===== src/sv/plm_pkg.sv =====
// Shared codes and types for the pooled linked list manager.
`timescale 1ns / 1ps

package plm_pkg;

   localparam int KindWidth   = 2;
   localparam int ValueWidth  = 32;
   localparam int StatusWidth = 2;

   localparam logic [KindWidth-1:0] KIND_INSERT = 2'd0;
   localparam logic [KindWidth-1:0] KIND_SEARCH = 2'd1;
   localparam logic [KindWidth-1:0] KIND_DELETE = 2'd2;

   localparam logic [StatusWidth-1:0] STATUS_OK        = 2'd0;
   localparam logic [StatusWidth-1:0] STATUS_NOT_FOUND = 2'd1;
   localparam logic [StatusWidth-1:0] STATUS_NO_MEMORY = 2'd2;

   typedef logic signed [ValueWidth-1:0] value_type;

   // One request traveling down the row of cells.
   typedef struct packed {
      logic                 active;
      logic [KindWidth-1:0] kind;
      value_type            value;
      logic                 hit;
   } token_type;

   // What one cell holds; the left neighbor reads it when a delete closes the gap.
   typedef struct packed {
      logic      valid;
      value_type data;
   } cell_state_type;

endpackage


===== src/sv/plm_channels.sv =====
// Handshake channel interfaces for requests and responses.
`timescale 1ns / 1ps

interface plm_req_if
   import plm_pkg::*;
();
   logic                 valid;
   logic                 ready;
   logic [KindWidth-1:0] kind;
   value_type            item_value;

   modport source (output valid, output kind, output item_value, input ready);
   modport sink   (input valid, input kind, input item_value, output ready);
endinterface

interface plm_rsp_if
   import plm_pkg::*;
();
   logic                   valid;
   logic                   ready;
   logic [StatusWidth-1:0] status;

   modport source (output valid, output status, input ready);
   modport sink   (input valid, input status, output ready);
endinterface


===== src/sv/pooled_linked_list_manager.sv =====
// Top level of the pooled linked list manager: a row of value cells.
//
//   channel   direction   payload              beat when
//   req_chan  in          kind, item_value     valid && ready
//   rsp_chan  out         status               valid && ready
//
// Each request runs down the row of CAPACITY cells, one cell per cycle; its
// status goes into the output register once it has left the last cell.
// One request is in the row at a time; the next one is taken as soon as the
// row is empty and the previous response is leaving or gone.
// Reset (synchronous) empties the list; cell contents need no clearing.
// A stalled response holds in its output register and only holds off requests.
`timescale 1ns / 1ps

module pooled_linked_list_manager
   import plm_pkg::*;
#(
   parameter int CAPACITY = 16
) (
   input logic     clock,
   input logic     reset,
   plm_req_if.sink   req_chan,
   plm_rsp_if.source rsp_chan
);

   token_type      tok [CAPACITY+1];
   cell_state_type cell_st [CAPACITY+1];

   logic                   busy_ff, busy_in;
   logic                   rsp_valid_ff, rsp_valid_in;
   logic [StatusWidth-1:0] status_ff, status_in;
   logic                   req_beat;
   token_type              tail_tok;

   assign req_chan.ready = !busy_ff && (!rsp_valid_ff || rsp_chan.ready);
   assign req_beat       = req_chan.valid && req_chan.ready;

   assign tok[0].active = req_beat;
   assign tok[0].kind   = req_chan.kind;
   assign tok[0].value  = req_chan.item_value;
   assign tok[0].hit    = 1'b0;

   // Past the last cell the row reads as empty.
   assign cell_st[CAPACITY] = '0;

   for (genvar i = 0; i < CAPACITY; i++) begin : g_cell
      plm_cell u_cell (
         .clock    (clock),
         .reset    (reset),
         .tok_in   (tok[i]),
         .right_st (cell_st[i+1]),
         .tok_out  (tok[i+1]),
         .cell_st  (cell_st[i])
      );
   end

   assign tail_tok = tok[CAPACITY];

   always_comb begin
      busy_in      = busy_ff;
      rsp_valid_in = rsp_valid_ff;
      status_in    = status_ff;
      if (rsp_valid_ff && rsp_chan.ready) begin
         rsp_valid_in = 1'b0;
      end
      if (req_beat) begin
         busy_in = 1'b1;
      end
      if (tail_tok.active) begin
         busy_in      = 1'b0;
         rsp_valid_in = 1'b1;
         case (tail_tok.kind)
            KIND_INSERT: status_in = tail_tok.hit ? STATUS_OK : STATUS_NO_MEMORY;
            KIND_SEARCH: status_in = tail_tok.hit ? STATUS_OK : STATUS_NOT_FOUND;
            KIND_DELETE: status_in = tail_tok.hit ? STATUS_OK : STATUS_NOT_FOUND;
            default:     status_in = STATUS_NOT_FOUND;
         endcase
      end
   end

   always_ff @(posedge clock) begin
      if (reset) begin
         busy_ff      <= 1'b0;
         rsp_valid_ff <= 1'b0;
      end else begin
         busy_ff      <= busy_in;
         rsp_valid_ff <= rsp_valid_in;
      end
      status_ff <= status_in;
   end

   assign rsp_chan.valid  = rsp_valid_ff;
   assign rsp_chan.status = status_ff;

endmodule


===== src/sv/plm_cell.sv =====
// One list cell: holds one value and processes the request token passing by.
`timescale 1ns / 1ps

module plm_cell
   import plm_pkg::*;
(
   input  logic           clock,
   input  logic           reset,
   input  token_type      tok_in,
   input  cell_state_type right_st,
   output token_type      tok_out,
   output cell_state_type cell_st
);

   logic      valid_ff, valid_in;
   value_type data_ff, data_in;
   token_type tok_ff, tok_in_next;
   logic      match;

   assign match = valid_ff && (data_ff == tok_in.value);

   always_comb begin
      valid_in    = valid_ff;
      data_in     = data_ff;
      tok_in_next = tok_in;
      if (tok_in.active) begin
         case (tok_in.kind)
            KIND_INSERT: begin
               // The list is kept packed from cell zero, so the first empty cell is the tail.
               if (!tok_in.hit && !valid_ff) begin
                  valid_in        = 1'b1;
                  data_in         = tok_in.value;
                  tok_in_next.hit = 1'b1;
               end
            end
            KIND_SEARCH: begin
               if (match) begin
                  tok_in_next.hit = 1'b1;
               end
            end
            KIND_DELETE: begin
               // From the first match onward every cell pulls in its right neighbor.
               if (tok_in.hit || match) begin
                  valid_in        = right_st.valid;
                  data_in         = right_st.data;
                  tok_in_next.hit = 1'b1;
               end
            end
            default: begin
               tok_in_next.hit = 1'b0;
            end
         endcase
      end
   end

   always_ff @(posedge clock) begin
      if (reset) begin
         valid_ff      <= 1'b0;
         tok_ff.active <= 1'b0;
      end else begin
         valid_ff      <= valid_in;
         tok_ff.active <= tok_in_next.active;
      end
      data_ff     <= data_in;
      tok_ff.kind  <= tok_in_next.kind;
      tok_ff.value <= tok_in_next.value;
      tok_ff.hit   <= tok_in_next.hit;
   end

   assign tok_out       = tok_ff;
   assign cell_st.valid = valid_ff;
   assign cell_st.data  = data_ff;

endmodule

===== src/flat_wrapper.sv =====
// flat-port wrapper written by rule: the top's interface ports become plain ports
module pooled_linked_list_manager_flat import plm_pkg::*;
#(
   parameter int CAPACITY = 16
)
  (clock, reset, req_chan_valid, req_chan_kind, req_chan_item_value, req_chan_ready, rsp_chan_valid, rsp_chan_status, rsp_chan_ready);
  plm_req_if req_chan_i ();
  plm_rsp_if rsp_chan_i ();
  input logic clock;
  input logic reset;
  input wire logic [$bits(req_chan_i.valid)-1:0] req_chan_valid;
  input wire logic [$bits(req_chan_i.kind)-1:0] req_chan_kind;
  input wire logic [$bits(req_chan_i.item_value)-1:0] req_chan_item_value;
  output wire logic [$bits(req_chan_i.ready)-1:0] req_chan_ready;
  output wire logic [$bits(rsp_chan_i.valid)-1:0] rsp_chan_valid;
  output wire logic [$bits(rsp_chan_i.status)-1:0] rsp_chan_status;
  input wire logic [$bits(rsp_chan_i.ready)-1:0] rsp_chan_ready;
  assign req_chan_i.valid = req_chan_valid;
  assign req_chan_i.kind = req_chan_kind;
  assign req_chan_i.item_value = req_chan_item_value;
  assign req_chan_ready = req_chan_i.ready;
  assign rsp_chan_valid = rsp_chan_i.valid;
  assign rsp_chan_status = rsp_chan_i.status;
  assign rsp_chan_i.ready = rsp_chan_ready;
  pooled_linked_list_manager #(.CAPACITY(CAPACITY)) u_core (.clock(clock), .reset(reset), .req_chan(req_chan_i), .rsp_chan(rsp_chan_i));
endmodule

===== config.mk =====
export PLATFORM = sky130hd
export DESIGN_NAME = pooled_linked_list_manager_flat
export DESIGN_NICKNAME = d
export VERILOG_FILES = /design/src/sv/plm_pkg.sv /design/src/sv/plm_channels.sv /design/src/sv/pooled_linked_list_manager.sv /design/src/sv/plm_cell.sv /design/src/flat_wrapper.sv
export SDC_FILE = /design/constraint.sdc
export NUM_CORES = 2
export LEC_CHECK = 0
export BUFFER_PORTS_ARGS = -buffer_cell sky130_fd_sc_hd__buf_4
export CORE_MARGIN = 2
export CORE_UTILIZATION = 45
export CTS_CLUSTER_DIAMETER = 80
export CTS_CLUSTER_SIZE = 25
export DETAILED_ROUTE_END_ITERATION = 10
export GPL_ROUTABILITY_DRIVEN = 0
export SYNTH_ARGS = -nofsm -noshare
export SYNTH_HDL_FRONTEND = slang
export SYNTH_SLANG_ARGS = --single-unit

===== constraint.sdc =====
create_clock -name clock -period 3.6 [get_ports clock]
set_input_delay 0.72 -clock clock [delete_from_list [all_inputs] [get_ports clock]]
set_output_delay 0.72 -clock clock [all_outputs]
set_load 0.01 [all_outputs]

[Word level (Yosys, flattened, before mapping)]
Cells that the tools add are included.
Operators by class
  reduce and logical (&&, ||, !) cells: 136
  eq/ne operators: 82
  mux-type cells: 178
Operators with widths (count)
  $mux W32: 32
  $pmux W32 S2: 16
  $eq A32 B32 Y1: 16
  $mux W1: 96
  $ne A2 B2 Y1 const B: 32
  $reduce_and A4 Y1: 16
  $pmux W1 S3: 15
  $eq A2 B1 Y1 const B: 17
  $eq A2 B2 Y1 const B: 17
  $logic_and A1 B1 Y1: 34
  $logic_not A2 Y1: 17
  $pmux W1 S2: 17
  $reduce_bool A2 Y1: 17
  $logic_not A1 Y1: 32
  $logic_or A1 B1 Y1: 16
  $reduce_or A2 Y1: 3
  $pmux W2 S2: 1
  $reduce_and A3 Y1: 1
  $mux W2: 1
Word-level totals
  flip-flop bits (word level): 1076
  word-level logic and storage cells: 494
  input bits: 38

[Depth between registers and ports, before layout]
  depth in word-level cells: 6
  depth in mapped cells: 8
  mapped depth without buffers: 7

[Hierarchy]
From an unflattened synthesis, not the netlist that was laid out.
Unflattened totals
  cells, all modules: 2872
  area total of the unflattened synthesis: 41941.5 um^2
By module, submodules not included
  plm_cell at u_core.g_cell[12].u_cell ...: area an instance 2611.3 um^2, cells an instance 179, seq. area each 1701.6 um^2, instances 13
  plm_cell at u_core.g_cell[0].u_cell ...: area an instance 2598.7 um^2, cells an instance 176, seq. area each 1701.6 um^2, instances 3
  pooled_linked_list_manager: area an instance 198.9 um^2, cells an instance 17, seq. area each 100.1 um^2, instances 1

[Worst setup path after synthesis]
OpenSTA, ideal clock, no wires.
  kind: in2reg
  from: input port req_chan_item_value[1]
  to: register u_core.g_cell[0].u_cell.data_ff[0] (enable)
  slack: -0.237 ns
  stages: 5
  path buffers: 0
  data arrival time: 3.413 ns
  setup time: 0.424 ns
  data required time: 3.176 ns
  path through: xnor2_1 > nand4_1 > or4_1 > or4_4 > a221oi_2
On the way
  longest elaborated chain between the ends: 4
Ends and longest elaborated chain
  from (decl): line flat_wrapper.sv:13  | input wire logic [$bits(req_chan_i.item_value)-1:0] req_chan_item_value;
  $eq A32 B32 Y1: line plm_cell.sv:20  | assign match = valid_ff && (data_ff == tok_in.value);
  $logic_and A1 B1 Y1: line plm_cell.sv:20
  $ne A2 B2 Y1 (no line)
  $reduce_and A4 Y1 (no line)
  to (signal assigned): line plm_cell.sv:64  | data_ff <= data_in;
  to (decl): line plm_cell.sv:16  | value_type data_ff, data_in;
Every way passes these cells.
A chain may end at the register's enable or synchronous reset.

[Final worst setup path]
  from: register u_core.g_cell[2].u_cell.data_ff[5]
  to: register u_core.g_cell[2].u_cell.data_ff[21] (enable)
On the way
  longest elaborated chain between the ends: 5
Ends and longest elaborated chain
  from (decl): line plm_cell.sv:16
  from (signal assigned): line plm_cell.sv:64
  $eq A32 B32 Y1: line plm_cell.sv:20
  $logic_and A1 B1 Y1: line plm_cell.sv:20
  $logic_or A1 B1 Y1: line plm_cell.sv:43  | if (tok_in.hit || match) begin
  $ne A2 B2 Y1 (no line)
  $reduce_and A4 Y1 (no line)
Every way passes these cells.

==> metrics <==
Synth Flop Type dfxtp_1; Synthesis Warnings 0; Initial Utilization between 40% and 50%; CP endpoint kind register; commonest non-fill, non-tap cell in the layout dfxtp_1; crit path time final about 3.2 ns; clock root buffer clkbuf_16; vias in the first global route roughly 22,000; fin area 0.0442 mm2; Async S/R FF share, synth 0%; Total GRT Usage between 20 and 25%; pin count of the biggest net entering global routing 42; first-pass GRT wire length between 100,000 and 150,000 um; met3 wire len roughly 3600 um; Detailed Routing Iterations Pass 1 7; CTS tree yes; Antenna Nets Post-Route 0; uppermost routed layer met5; Overflow after GRT 0; period utilization 89.7%; Die W between 300 and 400 um; Mapped Area ~0.041 mm2; htree depth 2; pwr dens around 480 mW/mm2; core box area 0.0900 mm2; most frequent cells in the layout 562 x dfxtp_1, 514 x edfxtp_1, 470 x mux2_2; post-layout util roughly half; top-area cell type share of the netlist area between 30 and 40%; drc violations 0; fin. max-slew vios 0; CTS Buffer Depth 3; wl on met1 approximately 42,000 um; post-CTS sizing 0; DR vias/cell around 5.3; Synth Net Count between 2,000 and 3,000; Least-Margin Pin Slew roughly 0.97 ns; Yosys top cell by area edfxtp_1; Post-synth EDFFs 514; Post-Route WL ~95,000 um; Synth area leaders edfxtp_1 38%, dfxtp_1 28%, mux2_2 13%; placed inst area approximately 0.043 mm2; CP Launch Type register; Final setup viols 0; Peak VDD IR around 0.00037 V; number of max-cap violations 0; worst skew pair latency about 0.65 ns; routed vias 21,503; Reg2Reg Depth 7; antenna violations before repair 1; Die Ht between 300 and 400 um; postcts setup bufs 0; Max Freq roughly 0.31 GHz; Required @ worst endpoint just under 4 ns; Worst slew margin about a third; status complete, no violations; share of cells above drive strength 1 approximately 22%; Die ar. between 0.09 and 0.1 mm2; sequential share of the synthesized area between 60% and 70%; Clock Sinks around 1,100; final setup margin between 0.3 and 0.4 ns; critical path arrival roughly 3.5 ns; worst-path maximum fanout 32; 1st-iter DRT viols ~1,500; Area growth syn-to-layout 8.24%; Synth cell types 56; Met2 Wirelength 47,300 um; IO Pins 42; Fill cells 7,707; CTS buffer count 50; Synth Area per Inst about 15 um2; CP Cell Sequence nor2b_1, a2111oi_0, o2111ai_1, nor4_1, a31o_2, and2_1, buf_4; Max stage delay cell, worst path nor4_1; number of register bits inferred by synthesis around 1,100; Syn Inst Count between 2,000 and 3,000; clock skew between 0.02 and 0.025 ns; worst hold path type input port to register; Routed wire per std cell 23.3 um; nets ~2,900; Hold Fails Final Rpt 0; WS Path Type register to register; setup_tns 0 ns; DP Wirelength slightly above 70,000 um; diode count 0; Clk pin slew, worst setup/hold paths roughly 0.1 ns; final hold slack 0.201 ns; Post-CTS Hold Buffers 0; placement-stage worst setup slack ~0.39 ns; port bufs 41; Hold Path Cell Cnt 1; Critical Path Max Stage Delay approximately 0.77 ns; FP Rows 110; unrepaired setup endpoints after global routing false; leakage power between 15 and 20 nW
-- cells by family (layout without fill, tap and decap cells) --
family          after synthesis  after routing  share of synthesized area (%)
flops                      1076           1076                           65.3
mux                         483            483                           13.3
xor+xnor                    482            482                           10.3
simple gates                393            393                           5.31
buf+inv                     143            243                           1.31
compound gates              142            142                           2.49
fa+ha+maj                    64             64                           1.96
-- worst paths after layout --
path	startpoint	end	slack [ns]
worst max-delay path	u_core.g_cell[2].u_cell.data_ff[5]$_DFFE_PP_	u_core.g_cell[2].u_cell.data_ff[21]$_DFFE_PP_	0.37
worst min-delay path	req_chan_item_value[25]	u_core.g_cell[0].u_cell.tok_out[26]$_DFF_P_	0.20
worst max register to register	u_core.g_cell[2].u_cell.data_ff[5]$_DFFE_PP_	u_core.g_cell[2].u_cell.data_ff[21]$_DFFE_PP_	0.37
worst min register to register	u_core.g_cell[1].u_cell.tok_out[28]$_DFF_P_	u_core.g_cell[2].u_cell.tok_out[28]$_DFF_P_	0.36
-- stage by stage --
step | power, mW | instances
4_1_cts | 21.6 | 4059
3_5_place_dp | 15.0 | 3966
6_report | 21.4 | 4059
3_3_place_gp | 14.9 | 3966
2_1_floorplan | 14.5 | 2783
5_1_grt | 22.1 | 4059
-- Yosys cell counts (3+ instances only) --
| master | n |
|---|---|
| a211oi_1 | 3 |
| a21oi_1 | 8 |
| a221oi_1 | 9 |
| a22oi_1 | 3 |
| a311oi_1 | 5 |
| a31oi_1 | 5 |
| and2_1 | 3 |
| and3_1 | 4 |
| buf_1 | 24 |
| clkbuf_1 | 42 |
| dfxtp_1 | 562 |
| edfxtp_1 | 514 |
| ha_1 | 64 |
| inv_1 | 76 |
| mux2_2 | 470 |
| mux2i_1 | 13 |
| nand2_1 | 22 |
| nand2b_1 | 21 |
| nand3_1 | 30 |
| nand3b_1 | 10 |
| nand4_1 | 37 |
| nor2_1 | 81 |
| nor2b_1 | 61 |
| nor3_1 | 28 |
| nor3b_1 | 3 |
| nor4_1 | 83 |
| o2111ai_1 | 6 |
| o21ai_0 | 47 |
| o221a_2 | 9 |
| o221ai_1 | 3 |
| o22ai_1 | 8 |
| o31a_1 | 8 |
| o31ai_1 | 8 |
| or4_1 | 3 |
| xnor2_1 | 137 |
| xor2_1 | 345 |
-- cell type report --
cell class	count	area, um2	area share (%)
repair buffers	73	561	1.27
flip-flops and latches	1076	26700	60.3
clock inverters	7	50.0	0.113
well taps	1176	1470	3.33
inverters	77	289	0.654
clock buffers	86	1490	3.38
multi-input cells	1564	13700	30.9
-- state kept, by name, summed over array words and instances (netlist names) --
name and flops:
u_core.busy_ff 1, u_core.g_cell.u_cell.data_ff 512, u_core.g_cell.u_cell.tok_out 544, u_core.g_cell.u_cell.valid_ff 16
u_core.rsp_chan.status 2, u_core.rsp_chan.valid 1
-- power by group --
group	switching [mW]	total [mW]	internal [mW]	leakage, nW
Sequential	0.393	13.6	13.2	9.36
Clock	3.84	6.72	2.88	0.745
Combinational	0.508	1.10	0.597	5.51
-- critical path, delay by kind of cell, from the launching register on --
| family | cells | cell delay (ns) |
|---|---|---|
| AO/OA/AOI/OAI | 3 | 1.00 |
| buffers and inverters | 1 | 0.37 |
| flip-flops | 1 | 0.44 |
| AND/OR/NAND/NOR | 3 | 1.05 |
-- metal layers --
layer | track usage [%] | up-vias
met2 | 34.8 | 396
met3 | 2.50 | 102
li1 | - | 10089
met4 | 4.65 | 2
met1 | 26.7 | 10914
met5 | 0 | -
Note: power is estimated with default switching activity, not from simulation.
